--- src/sv/hkvt_pkg.sv ---
// ---------------------------------------------------------------------------
// hkvt_pkg
// Shared types and constants for the hashed key-value table.
// ---------------------------------------------------------------------------
package hkvt_pkg;

    localparam logic [63:0] C_MIX1 = 64'hff51afd7ed558ccd;
    localparam logic [63:0] C_MIX2 = 64'hc4ceb9fe1a85ec53;
    localparam int          C_SHIFT = 33;

    typedef enum logic [2:0] {
        ST_STORED    = 3'd0,
        ST_DUPLICATE = 3'd1,
        ST_FULL      = 3'd2,
        ST_TAKEN     = 3'd3,
        ST_NOT_FOUND = 3'd4
    } t_status;

    typedef enum logic {
        OP_PUT  = 1'b0,
        OP_TAKE = 1'b1
    } t_op;

    typedef enum logic [1:0] {
        BK_IDLE,
        BK_READ,
        BK_WRITE
    } t_bk_state;

endpackage

--- src/sv/hkvt_hash.sv ---
// ---------------------------------------------------------------------------
// hkvt_hash
// Front part: fmix64 over several cycles, then bucket = hash mod BUCKETS.
// One item at a time; multiplies are split into 32x32 partial products and
// the modulo uses a 16-bit digit fold followed by a reciprocal multiply.
// ---------------------------------------------------------------------------
module hkvt_hash #(
    parameter int BUCKETS = 61,
    parameter int BW      = 6
) (
    input  logic          i_clk,
    input  logic          i_rst_n,
    input  logic          i_valid,
    output logic          o_ready,
    input  logic [63:0]   i_key,
    output logic          o_valid,
    input  logic          i_ready,
    output logic [BW-1:0] o_bucket
);

    // fold result width, reciprocal shift and width, product width
    localparam int FW = BW + 18;
    localparam int SH = FW + BW;
    localparam int MW = FW + 2;
    localparam int PW = FW + MW;

    localparam logic [63:0]   C_B  = 64'(BUCKETS);
    localparam logic [MW-1:0] C_M  = MW'(((64'd1 << SH) + C_B - 64'd1) / C_B);
    // weights of the 16-bit digits of the hash, mod BUCKETS
    localparam logic [BW-1:0] C_R0 = BW'(64'd1 % C_B);
    localparam logic [BW-1:0] C_R1 = BW'((64'd1 << 16) % C_B);
    localparam logic [BW-1:0] C_R2 = BW'((64'd1 << 32) % C_B);
    localparam logic [BW-1:0] C_R3 = BW'((64'd1 << 48) % C_B);
    localparam logic [FW-1:0] C_BF = FW'(BUCKETS);

    // steps: 0 idle; 1..3 first multiply; 5..7 second multiply;
    // 8 digit fold; 9 reciprocal multiply; 10 quotient times BUCKETS; 11 remainder
    logic [3:0]    r_step;
    logic [63:0]   r_x;
    logic [63:0]   r_acc;
    logic [63:0]   r_rem;
    logic [FW-1:0] r_fold;
    logic [PW-1:0] r_prod;
    logic [FW-1:0] r_qb;
    logic [BW-1:0] r_mod;
    logic          r_done;
    logic [63:0]   w_mul;
    logic [63:0]   w_const;
    logic [31:0]   w_a;
    logic [31:0]   w_b;
    logic [63:0]   w_pp;
    logic [63:0]   w_hash;
    logic [FW-1:0] w_fold;
    logic [FW-1:0] w_quo;

    assign o_ready  = (r_step == 4'd0) && !r_done;
    assign o_valid  = r_done;
    assign o_bucket = r_mod;

    assign w_const = (r_step <= 4'd4) ? hkvt_pkg::C_MIX1 : hkvt_pkg::C_MIX2;
    always_comb begin
        w_a = r_x[31:0];
        w_b = w_const[31:0];
        case (r_step)
            4'd2, 4'd6: begin w_a = r_x[31:0];  w_b = w_const[63:32]; end
            4'd3, 4'd7: begin w_a = r_x[63:32]; w_b = w_const[31:0];  end
            default: begin w_a = r_x[31:0]; w_b = w_const[31:0]; end
        endcase
    end
    assign w_pp   = {32'd0, w_a} * {32'd0, w_b};
    assign w_mul  = (r_step == 4'd1 || r_step == 4'd5) ? w_pp : (r_acc + {w_pp[31:0], 32'd0});
    assign w_hash = w_mul ^ (w_mul >> hkvt_pkg::C_SHIFT);

    assign w_fold = FW'(r_rem[15:0])  * FW'(C_R0) + FW'(r_rem[31:16]) * FW'(C_R1)
                  + FW'(r_rem[47:32]) * FW'(C_R2) + FW'(r_rem[63:48]) * FW'(C_R3);
    assign w_quo  = FW'(r_prod >> SH);

    always_ff @(posedge i_clk) begin
        if (!i_rst_n) begin
            r_step <= 4'd0;
            r_done <= 1'b0;
        end else begin
            if (r_done && i_ready) r_done <= 1'b0;
            case (r_step)
                4'd0: if (i_valid && o_ready) begin
                    r_x    <= i_key ^ (i_key >> hkvt_pkg::C_SHIFT);
                    r_step <= 4'd1;
                end
                4'd1, 4'd2, 4'd5, 4'd6: begin
                    r_acc  <= w_mul;
                    r_step <= r_step + 4'd1;
                end
                4'd3: begin
                    r_x    <= w_hash;
                    r_step <= 4'd5;
                end
                4'd7: begin
                    r_rem  <= w_hash;
                    r_step <= 4'd8;
                end
                4'd8: begin
                    r_fold <= w_fold;
                    r_step <= 4'd9;
                end
                4'd9: begin
                    r_prod <= PW'(r_fold) * PW'(C_M);
                    r_step <= 4'd10;
                end
                4'd10: begin
                    r_qb   <= w_quo * C_BF;
                    r_step <= 4'd11;
                end
                4'd11: begin
                    r_mod  <= BW'(r_fold - r_qb);
                    r_step <= 4'd0;
                    r_done <= 1'b1;
                end
                default: r_step <= 4'd0;
            endcase
        end
    end

endmodule

--- config.mk ---
export PLATFORM = sky130hd
export DESIGN_NAME = hkvt_hash
export DESIGN_NICKNAME = d
export VERILOG_FILES = /design/src/sv/hkvt_pkg.sv /design/src/sv/hkvt_hash.sv
export SDC_FILE = /design/constraint.sdc
export NUM_CORES = 2
export LEC_CHECK = 0
export ABC_CLOCK_PERIOD_IN_PS = 11600
export BUFFER_PORTS_ARGS = -buffer_cell sky130_fd_sc_hd__clkbuf_2
export CORE_MARGIN = 1.5
export CORE_UTILIZATION = 65
export CTS_CLUSTER_SIZE = 20
export DETAILED_ROUTE_END_ITERATION = 8
export MAX_ROUTING_LAYER = met4
export PLACE_DENSITY = 0.86
export SETUP_SLACK_MARGIN = 0.2
export SLEW_MARGIN = 15
export SYNTH_ARGS = -nofsm -noshare
export SYNTH_HDL_FRONTEND = slang
export SYNTH_SLANG_ARGS = --single-unit
--- constraint.sdc ---
create_clock -name i_clk -period 11.6 [get_ports i_clk]
set_input_delay 2.32 -clock i_clk [delete_from_list [all_inputs] [get_ports i_clk]]
set_output_delay 2.32 -clock i_clk [all_outputs]
set_load 0.01 [all_outputs]
==> flow_metrics.tcl <==
set metrics [dict create \
    max_slew_margin 0.243 \
    placed_cells 6438 \
    ys_ff_latch 239 \
    yosys_warnings 0 \
    ys_seq_area_frac 0.133 \
    routed_via_density 5.91 \
    wl_um 157000 \
    syn_inst 5280 \
    path_max_fanout 8 \
    grt.overflow.total 0 \
    slowest_delay_ps 630 \
    fmax_mhz 90.5 \
    die_h_um 291 \
    core-area_mm2 0.0820 \
    clk_latency_ps 590 \
    drt_iter0_markers 3908 \
    netlist_area_mm2 0.0537 \
    yosysTopAreaCellShare 0.416 \
    start_util 0.655 \
    grt_usage 0.398 \
    cp.required_ps 11940 \
    utilization 0.696 \
    area_delta_synth_final_pct 6.20 \
    dr.pass1.iters 8 \
    tritoncts "yes" \
    drive_gt1_frac 0.0593 \
    antenna_found_initial 1 \
    yosys-top-cells-area "fa_1 (42%), ha_1 (15%), edfxtp_1 (13%)" \
    synth_edf_count 234 \
    cp_common_cell "fa_1" \
    vias 38400 \
    gp_congestion 1.06 \
    grt_max_degree 80 \
    critPathTopFamily "adder cells" \
    dieArea_mm2 0.0844 \
    grt_setup_unrepaired "false" \
    h-tree-depth 1 \
    syn_nets 7127 \
    met3_usage 0.0836 \
    top_usage_layer "met2" \
    remaining_drc_errors 0 \
    portBuffers 75 \
    multi_input_area_mm2 0.0408 \
    ys_types 76 \
    worst_pin_slew_ps 1120 \
    fp.dieW_um 291 \
    met2_usage 0.597 \
    drtAntennaViolNets 0 \
    yosys.area.top_type "fa_1" \
    row_count 105 \
    cp-start-kind "flip-flop" \
    cts_buffers 26 \
    cap_violations 0 \
    ys.flop_type "edfxtp_1" \
    critPathCaptureType "flip-flop" \
    async_reset_ff_frac 0 \
    setup_viol 0 \
    grt_pass1_wl_um 244000 \
    final-max-slew-violation-count 0 \
    post-route-period-util 0.952 \
    hold_viol 0 \
    clk_pin_slew_ps 70 \
    gr-usage-met1 0.535 \
    clock-sinks 239 \
    cp.arrival_ps 11380 \
    final_nets 7253 \
    stdcell_count 6497 \
    nFillCells 6042 \
    hp-class "flip-flop to flip-flop" \
    dp.final_hpwl_um 137000 \
    ctsLongestPathBuffers 3 \
    wire_per_inst_um 24.2 \
    grt_pass1_vias 40900 \
    crit_buf_inv 7 \
    final-seq-area_mm2 0.00713 \
    fin_setup_tns_ps 0 \
    path_class "flip-flop to flip-flop" \
    skew_ps 37.8 \
    root_buffer "clkbuf_16" \
    run_status "completed" \
    post-route-min-period_ps 11050 \
    postSynthAreaPerCell_um2 10.2 \
    slowest_stage "nor2_1" \
    io_pins 76 \
]
[cell families (layout without fill, tap and decap cells)]
family	count (synthesis)	in the layout	synth area share
multiplexers	69	69	0.0135
AO/OA/AOI/OAI	527	527	0.0618
XOR/XNOR	215	215	0.0356
AND/OR/NAND/NOR	870	870	0.0757
adder cells (fa/ha/maj)	1780	1780	0.570
other	1	2	0.0000698
flip-flops	239	239	0.133
buffers and inverters	1579	1725	0.110
[synth_stat cells, types with 4 or more instances]
library cell,n
and2_1,63
a21oi_1,150
nor2b_1,32
xnor2_1,141
and3_1,22
mux2_1,4
ha_1,663
o21a_1,22
fa_1,1116
o21ai_0,123
o21bai_1,21
nand3_1,26
o21ai_1,21
inv_1,1463
nand3b_1,4
o211ai_1,8
clkinv_1,8
clkbuf_1,99
o31a_1,4
o31ai_1,5
or2_2,21
edfxtp_1,234
nor3_1,24
nand2_1,291
xor2_1,72
nand2b_1,102
nor4_1,7
a211oi_1,18
o22ai_1,9
nand4_1,23
mux2i_1,41
dfxtp_1,5
buf_1,6
a21boi_0,14
a31oi_1,19
mux2_2,24
nor2_1,243
a21o_1,67
a211o_1,7
[registers in the layout, indices dropped and copies added, names as in the netlist]
register  count
r_x          64
o_bucket      6
r_qb          6
r_fold       24
o_valid       1
r_prod        6
r_step        4
r_acc        64
r_rem        64
[worst paths after layout]
| kind | endpoint | startpoint | slack, ps | cells past startpoint |
|---|---|---|---|---|
| min reg2reg | r_qb[1] | r_prod[31] | 550 | 0 |
| max reg2reg | r_x[29] | r_step[0] | 550 | 36 |
| min | r_qb[1] | r_prod[31] | 550 | 0 |
| max | r_x[29] | r_step[0] | 550 | 36 |
[final cells by class]
type / instances / share of cell area
Sequential cell: 239 / 0.125
Timing Repair Buffer: 204 / 0.0235
Tap cell: 1070 / 0.0235
Clock buffer: 27 / 0.0115
Inverter: 1473 / 0.0970
Clock inverter: 21 / 0.00517
Antenna cell: 1 / 0.0000439
Multi-Input combinational cell: 3462 / 0.714
[what timing repair did]
action	in CTS	in global routing
hold endpoints to repair	0	0
gates resized for setup	0	8
endpoints found under the setup margin	0	37
hold buffers	0	0
setup buffers	0	10
[metrics by stage]
step	instance area (um^2)	setup WS, ps	hold slack [ps]
floorplan	53700	1310	461
global placement	56000	533	519
detailed placement	56000	376	521
CTS	56900	380	536
global route	57100	212	554
finish	57100	555	547
[metal layers]
layer | wire, um | vias up
met5 | 0 | -
met4 | 8070 | 0
met3 | 17500 | 422
met2 | 71200 | 2195
met1 | 60800 | 19300
li1 | - | 16400
[cells in the final DEF, fill, tap and decap left out, types with 18 or more instances in the layout]
| master | synthesis | final |
|---|---|---|
| clkbuf_2 | 0 | 75 |
| ha_1 | 663 | 661 |
| nor2_1 | 243 | 241 |
| a31oi_1 | 19 | 19 |
| fa_1 | 1116 | 1116 |
| mux2i_1 | 41 | 41 |
| xnor2_1 | 141 | 140 |
| nor3_1 | 24 | 22 |
| and2_1 | 63 | 62 |
| or2_2 | 21 | 21 |
| and3_1 | 22 | 21 |
| a211oi_1 | 18 | 18 |
| edfxtp_1 | 234 | 234 |
| nand4_1 | 23 | 23 |
| a21oi_1 | 150 | 149 |
| inv_1 | 1463 | 1463 |
| xor2_1 | 72 | 71 |
| o21a_1 | 22 | 22 |
| mux2_2 | 24 | 24 |
| nand2b_1 | 102 | 100 |
| a21o_1 | 67 | 67 |
| nand3_1 | 26 | 26 |
| o21ai_0 | 123 | 123 |
| buf_4 | 0 | 129 |
| nand2_1 | 291 | 290 |
| o21ai_1 | 21 | 21 |
| o21bai_1 | 21 | 21 |
| nor2b_1 | 32 | 31 |
| clkbuf_16 | 0 | 26 |
Power is not shown: default switching activity piles up to over one toggle a cycle in this logic, so the estimate is an artifact.
