File: src/sv/hkvt_fifo.sv
// ---------------------------------------------------------------------------
// hkvt_fifo
// Small two-entry queue between the front and back parts.
// ---------------------------------------------------------------------------
module hkvt_fifo #(
    parameter int DW = 8
) (
    input  logic          i_clk,
    input  logic          i_rst_n,
    input  logic          i_push,
    output logic          o_full,
    input  logic [DW-1:0] i_data,
    input  logic          i_pop,
    output logic          o_empty,
    output logic [DW-1:0] o_data
);

    logic [DW-1:0] r_mem [2];
    logic          r_wp;
    logic          r_rp;
    logic [1:0]    r_cnt;
    logic          w_push;
    logic          w_pop;

    assign o_full  = (r_cnt == 2'd2);
    assign o_empty = (r_cnt == 2'd0);
    assign o_data  = r_mem[r_rp];
    assign w_push  = i_push && !o_full;
    assign w_pop   = i_pop && !o_empty;

    always_ff @(posedge i_clk) begin
        if (w_push) r_mem[r_wp] <= i_data;
        if (!i_rst_n) begin
            r_wp <= 1'b0; r_rp <= 1'b0; r_cnt <= 2'd0;
        end else begin
            if (w_push) r_wp <= ~r_wp;
            if (w_pop) r_rp <= ~r_rp;
            r_cnt <= r_cnt + {1'b0, w_push} - {1'b0, w_pop};
        end
    end

endmodule

File: config.mk
export PLATFORM = sky130hd
export DESIGN_NAME = hkvt_fifo
export DESIGN_NICKNAME = d
export VERILOG_FILES = /design/src/sv/hkvt_fifo.sv
export SDC_FILE = /design/constraint.sdc
export NUM_CORES = 1
export LEC_CHECK = 0
export BUFFER_PORTS_ARGS = -buffer_cell sky130_fd_sc_hd__buf_4
export CORE_ASPECT_RATIO = 0.75
export CORE_MARGIN = 2
export CORE_UTILIZATION = 30
export CTS_CLUSTER_SIZE = 16
export DETAILED_ROUTE_END_ITERATION = 8
export GPL_ROUTABILITY_DRIVEN = 0
export HOLD_SLACK_MARGIN = 0.15
export PLACE_DENSITY_LB_ADDON = 0.3
export SYNTH_ARGS = -nofsm -noshare
export SYNTH_HDL_FRONTEND = slang
export SYNTH_SLANG_ARGS = --single-unit
File: constraint.sdc
create_clock -name i_clk -period 1.45 [get_ports i_clk]
set_input_delay 0.145 -clock i_clk [delete_from_list [all_inputs] [get_ports i_clk]]
set_output_delay 0.145 -clock i_clk [all_outputs]
set_load 0.03 [all_outputs]
==> results of run 1 <==
## layout make-up
type,instances,area share [%]
Timing Repair Buffer,38,24.9
Clock buffer,3,1.73
Inverter,3,0.865
Clock inverter,1,0.384
Multi-Input combinational cell,27,23.4
Tap cell,36,3.46
Sequential cell,21,45.2
## layer usage
| layer | global-route usage, % | share of wire [%] |
|---|---|---|
| met3 | 4.16 | 6.4 |
| met1 | 11.0 | 44 |
| met2 | 16.3 | 49 |
| met5 | 0 | 0 |
| met4 | 4.35 | 0 |
## placed cells by master, fill, tap and decap left out
| cell | count |
|---|---|
| and2_1 | 1 |
| and2_4 | 1 |
| and3_1 | 1 |
| buf_12 | 1 |
| buf_4 | 27 |
| buf_6 | 1 |
| clkbuf_4 | 3 |
| clkinv_2 | 1 |
| dfxtp_1 | 2 |
| dfxtp_2 | 1 |
| dfxtp_4 | 2 |
| dlygate4sd3_1 | 9 |
| edfxtp_1 | 16 |
| ha_4 | 2 |
| inv_1 | 2 |
| inv_2 | 1 |
| mux2_4 | 8 |
| mux2i_1 | 1 |
| nand2_1 | 1 |
| nand2_4 | 1 |
| nand2b_1 | 1 |
| nand2b_4 | 1 |
| nor2_1 | 5 |
| nor3_2 | 1 |
| o21a_4 | 1 |
| xnor2_1 | 1 |
| xor2_2 | 1 |
## flip-flops by register name, indices dropped and copies added, names as in the netlist, named ones only
name / count
r_wp: 1
r_rp: 1
r_mem: 16
r_cnt: 2
## repair_timing
action | 4_1_cts | 5_1_grt
endpoints found under the setup margin | 9 | 8
hold buffers | 9 | 0
endpoints found under the hold margin | 21 | 0
setup buffers | 1 | 0
pin swaps | 5 | 2
gates resized for setup | 6 | 9
## tightest hold or removal path, cell delays in order
cell and delay (ps):
buf_4 120, nand2_4 70, buf_4 110, mux2i_1 60
## kinds of logic (layout without fill, tap and decap cells)
logic type	count (synthesis)	after routing	synth area share (%)
xor gates and xnor gates	2	2	2.16
buffers and inverters	4	45	2.00
adders and majority gates	2	2	3.08
and+or+nand+nor	13	13	7.86
AOI/OAI and AO/OA	1	1	1.08
DFF	21	21	71.5
muxes	9	9	12.3
## how the worst min path moves through the flow
stage / to / startpoint / cells past startpoint / slack, ps
4_1_cts: r_wp / i_push / 4 / 240
5_1_grt: r_wp / i_push / 4 / 240
3_3_place_gp: r_mem[0][6] / i_data[6] / 1 / 330
6_report: r_wp / i_push / 4 / 250
3_5_place_dp: r_mem[0][6] / i_data[6] / 1 / 330
2_1_floorplan: r_mem[0][0] / i_data[0] / 0 / 240
## report_power, final
group          total [mW]  switching [mW]  internal [mW]  leakage [nW]
clock network       0.272           0.169          0.103        0.0177
logic                1.06           0.500          0.563         0.333
registers           0.905           0.102          0.804         0.192
total                2.24           0.771           1.47         0.543
==> summary by stage, run 1 <==
Final layout
The storage element area is 589 µm². The antenna cell count is 0. The fraction of layout cells with a size suffix above 1 is between 50% and 60%. The area added between synthesis and finish is 60.4%. The net count of the finished layout is roughly 110. Leaving out filler cells and counting taps, the final layout contains roughly 130. The utilization after layout is between 50 and 60%. The finished layout cell area is about 1300 µm².

The fill cell total of the finished layout is 219. The area taken by multi-input logic gates is a little over 300 µm².

Timing
The smallest clock period supported by the final layout is computed as ~1400 ps. Static timing analysis puts the maximum clock frequency at between 0.6 and 0.7 GHz. Setup repair after global routing could not meet its margin everywhere. The final count of hold timing violations came to 0. Setup slack closes at just over 3 ps. Headroom to the max-slew limit came out at between 80 and 90%. The worst clock skew on the final layout is approximately 4.6 ps.

After layout, the worst path uses 99.8% of the clock period. The measured slew at the worst slew-check pin is 176 ps. The number of setup violations in the final report is 0.

The worst hold margin is ~250 ps. The number of pins with negative max-slew slack in the final report came to 0. After routing, the total negative slack on setup checks comes to 0 ps.

Logic synthesis
After synthesis, the most frequently instantiated cells are edfxtp_1 (16), mux2_2 (8), dfxtp_1 (5), nor2_1 (5), inv_1 (3). The cell count after synthesis came out at 52. The proportion of synthesized flip-flops having asynchronous set or reset is 0%. In the synthesized netlist the dominant register cell turns out to be edfxtp_1. The number of nets handed over by synthesis was between 60 and 70.

The fraction of post-synthesis cell area in the top cell type by area is 59.2%. The sequential-to-total area share from yosys stat is 71.5%. The cell area that synthesis handed to floorplanning was just over 800 µm². The leading area contributor after synthesis is edfxtp_1. By area the synthesized netlist is led by edfxtp_1 (59%), dfxtp_1 (12%), mux2_2 (11%). The number of different library cells used by synthesis comes to 17. The average instance in the mapped netlist occupies around 16 µm². The number of synthesized register bits is 21. The most used standard cell by instance count after synthesis is edfxtp_1.

The number of warnings reported in the yosys synthesis log is 0. The number of synthesized flops with an enable pin is 16.

Worst setup path
The signal on the critical path passes through o21a_4 > ha_4 > inv_2 > ha_4 > xor2_2 > and2_4 > nor3_2. In this run the register-to-register setup slack is 3 ps. For this design, the slowest cell found on the critical path is dfxtp_4. The critical path depth in cells is 7. The most numerous cell type found on the critical path is ha_4. Along the worst path, the maximum fanout reaches 3. The end of the worst register-to-register path is r_cnt[1]. Data on the critical path is required at its endpoint by between 1500 and 2000 ps. The worst setup path is of the reg2reg kind.

Measured in cells, the most critical reg-to-reg path has a length of 7. The capturing element type of the critical path is a flop. On the worst path, the slowest cell contributes a delay of approximately 380 ps.

The most critical setup path has its startpoint at r_cnt[1]. The kind of start point of the critical path is a flop. The critical path's top delay family is adder cells.

The capturing instance or port of the critical path is r_cnt[1]. Data arrives at the worst endpoint at approximately 1700 ps. Counting both buffers and inverters, the worst setup path holds a total of 1. The startpoint identified for the worst register-to-register timing path is r_cnt[1].

Outcome
The flow ran to the end, and the final reports show no timing, DRC or antenna violations.

Detailed routing
The number of vias per cell after detailed routing is approximately 4.0. The starting DRC count in detailed routing is 2. The routed layout has around 500 vias. The wire length after detailed routing is between 1000 and 1500 µm. The per-cell routed wire length is about 11 µm. The first detailed-routing pass took 3 iterations. Once detail routing completed, the nets flagged for antenna violations numbered 0. For this run, design rule violations remaining after detail routing come to 0.

Clock network
Clock-pin slew was measured on the worst setup and hold paths at approximately 110 ps. TritonCTS built the clock tree. The buffer cell driving the clock tree root is clkbuf_4. The number of clock buffers added by TritonCTS is 3. The number of clock sinks is 21. The count of H-tree levels built during CTS is 1. At the later pin of the worst-skew pair, clock insertion delay measures 300 ps. The clock tree buffer depth is 2.

Floorplan
The floorplan step set the die height to ~49 µm. The floorplan step defined a die boundary enclosing between 3000 and 4000 µm². The initial standard-cell utilization of the core is a little under a third.

From left edge to right edge, the die measures around 64 µm. After floorplanning, the core was sized to cover approximately 2600 µm². The number of top-level pins is 22. In this run the core area contains 16 standard-cell rows.

Placed design
Detailed placement finished with a half-perimeter wire length of approximately 970 µm. After detailed placement, the total cell area comes to around 1100 µm². The number of cells after detailed placement is 115. Prior to clock tree synthesis, the placed netlist has a worst setup slack of -87.3 ps. The number of I/O port buffers is 21.

Global routing
The overall global routing resource usage is under 10%. The pin count of the biggest net entering global routing is 13. The number of antenna violations at the first check in global routing is 0.

The first global-routing pass estimated about 2200 µm of wire. The via count of the first global-routing pass is 530. The aggregate global routing overflow is 0.

Hold path
The class of the worst hold path is in2reg.

Pwr
Summing internal, switching and leakage power gives 2.24 mW. Dividing total power by cell area gives a power density of around 1700 nW/µm². The leakage power is around 0.54 nW. Across the VDD grid, the largest voltage drop is ~0.8 mV.

Job
The max-capacitance violation count is 0.
(Power assumes the default switching activity.)
==> run 2: changes to the inputs <==
SETUP_SLACK_MARGIN = 0.5   (was unset)
==> run 2 against run 1 <==
Against the previous run: utilization up 6.6 points; first-iteration DRC count rose to 7.5 times the previous value; clock power down 2%; via count up 10%; final cell count up 5.4%; the run now ends with negative setup slack left; maximum frequency down 2.1%; clock skew down 0.71 ps; global-route usage up 1.7 points; die area unchanged; non-clock buffer count up 7; routed wire length up 19%.
==> summary by stage, run 2 (synthesis results as in run 1) <==
Timing
The summed negative setup slack over all endpoints is -28.0 ps. Headroom to the max-slew limit came out at 87.4%. The worst clock skew on the final layout is 3.88 ps. Setup repair after global routing could not meet its margin everywhere. The number of pins with negative max-slew slack in the final report was 0. Subtracting the final worst setup slack from the clock period gives around 1500 ps.

The final count of hold timing violations was 0. For the pin with the worst max-slew slack, the measured transition is between 150 and 200 ps. On the final layout, the worst hold slack is 361 ps. The maximum clock frequency is 0.677 GHz. The worst-case setup margin in the final layout is -28.0 ps. The number of setup violations in the final report is 1.

The period utilization is 102%.

Placed design
Port buffering added 21 buffers.

Hold path
In this run the worst hold path is classified as in2reg. The worst hold path startpoint is i_push.

Worst setup path
The maximum fanout count along the critical path is 3. Among all stages on the critical path, the largest delay is contributed by dfxtp_4. The critical path goes through o21a_4 > ha_4 > inv_2 > ha_4 > xor2_2 > and2_4 > nor3_2. The capturing element type of the critical path is a flop. The required time of the worst setup path is between 1500 and 2000 ps. The largest single stage delay on the critical path is about 380 ps. The worst setup path is launched from a flop. At the worst endpoint, the arrival time is about 1700 ps. Among cell families on the critical path, the largest total delay comes from adder cells. Tracing the worst setup path back leads to its startpoint at r_cnt[1]. Counting both buffers and inverters, the worst setup path holds a total of 1. Counting stages on the worst path, the most repeated cell is ha_4. The setup path with the least slack is of type reg2reg. The startpoint identified for the worst register-to-register timing path is r_cnt[1].

Floorplan
The width of the die is between 60 and 70 µm. The standard-cell row count is 16. The area of the core is ~2600 µm². The initial standard-cell utilization of the core is around a third. In this run the count of I/O pins placed on the die edge is 22. The area of the die is 3140 µm². Measured along the y axis, the die boundary spans ~50 µm.

Detailed routing
In this run, the number of DRC markers left after iteration 0 of detailed routing was 15. The wire length after detailed routing is approximately 1600 µm. After detailed routing, the average wire length per cell comes to ~12 µm. In this run the remaining antenna-violating nets after routing total 0.

Summing over every cut layer, the via total after detailed routing is ~570. Dividing the detail-routed via count by the number of cells gives roughly 4.2. After detailed routing, the number of remaining DRC violations is 0.

The first detailed-routing pass ran for 4 iterations.

Final layout
Compared with the post-synthesis result, the final layout area differs by 81.5%. The fraction of layout cells with a size suffix above 1 is about two thirds. Summing all flip-flop and latch instances after layout gives 589 µm². Once layout is complete, the utilization of the core stands at between 50% and 60%. Counting the fill cells in the layout gives roughly 210.

The library cell used most frequently in the layout, excluding fill and tap cells, is buf_6. In the layout the commonest cells are buf_6 (19), edfxtp_1 (16), buf_4 (15). The antenna cell count is 0. The total number of nets in the final design is roughly 120. The top register by number of flip-flops is r_mem.

The register with the most flip-flops in the layout has 16 of them. In the final layout, the registers with the most flip-flops are r_mem x16, r_cnt x2. The area taken by multi-input logic gates is approximately 340 µm².

Global routing
The global-route wire length before repair is 2700 µm. The pin count of the biggest net entering global routing is 13. For met1 alone, demand over resource in global routing was between 10% and 20%. For this run, the total global-route usage over all layers was measured as a little under an eighth. The via count of the first global-routing pass is 600.

The most used routing layer in global routing is met2. The number of antenna violations at the first check in global routing was 0. Global routing consumed, on the met2 layer, 21.7% of the routing resources. Global routing used 5.31% of the available met3 tracks. The total overflow left after global routing is 0.

Clock network
TritonCTS built the clock tree. CTS built an H-tree with a depth of 1. The insertion delay to the later sink of the worst-skew pair is between 200 and 300 ps. Clock-pin slew was measured on the worst setup and hold paths at about 110 ps. No sink is reached through more buffers than the 2 on the longest clock path. The number of clock sinks is 21. The buffer cell driving the clock tree root is clkbuf_4. Clock tree synthesis inserted a total of 3 buffers.

Outcome
The run finished, with violations left. The checks that failed: negative setup slack.

Pwr
Power spread over the standard cell area amounts to approximately 1800 nW/µm². The worst-case IR drop observed on VDD is 1.10 mV. The leakage power is 0.606 nW.

Job
Max-cap violations in this run came to 0.
-- run 2: cell count changes in the layout (fill, tap and decap cells not counted), moves of 2 or more --
cell | previous run | this run
nor2_1 | 5 | 3
buf_4 | 27 | 15
nor2_4 | 0 | 2
buf_6 | 1 | 19
-- run 2: layer usage --
layer,up-vias,share of wire (%),wire (µm)
met5,-,0,0
met4,0,0,0
met3,0,5.7,94
met2,15,56,920
met1,273,38,625
li1,279,-,-
-- run 2: final timing paths --
check	endpoint	slack [ps]	depth (start not counted)
max	r_cnt[1]	-30	7
min	r_mem[1][4]	360	2
max reg2reg	r_cnt[1]	-30	7
min reg2reg	r_wp	540	2
-- run 2: report_power, final --
part | internal, mW | switching, mW | leakage, nW | total, mW
registers | 0.803 | 0.0920 | 0.192 | 0.895
clock network | 0.103 | 0.163 | 0.0177 | 0.266
logic | 0.868 | 0.637 | 0.395 | 1.50
total | 1.77 | 0.892 | 0.606 | 2.67
-- run 2: area by class of cell --
| cell class | instances | share of cell area (%) |
|---|---|---|
| sequential | 21 | 40.0 |
| timing repair buffer | 45 | 31.0 |
| multi-input combinational | 27 | 23.3 |
| tap | 36 | 3.06 |
| clock buffer | 3 | 1.53 |
| inverter | 3 | 0.764 |
| clock inverter | 1 | 0.340 |
-- run 2: timing repair --
item | in CTS | in global routing
endpoints found under the hold margin | 21 | 4
gates resized for setup | 26 | 6
pin swaps | 8 | 7
setup buffers | 5 | 3
cloned | 0 | 0
setup endpoints to repair | 30 | 31
hold buffers | 8 | 1
-- run 2: through the flow --
step | setup WS [ps] | instance area, µm² | power [mW] | cells
after CTS | -39.2 | 1410 | 2.56 | 132
after floorplan | -19.1 | 893 | 1.55 | 52
final | -28.0 | 1470 | 2.67 | 136
after global routing | -82.0 | 1470 | 2.82 | 136
after detailed placement | -66.6 | 1150 | 1.92 | 115
after global placement | -19.5 | 1150 | 1.91 | 115
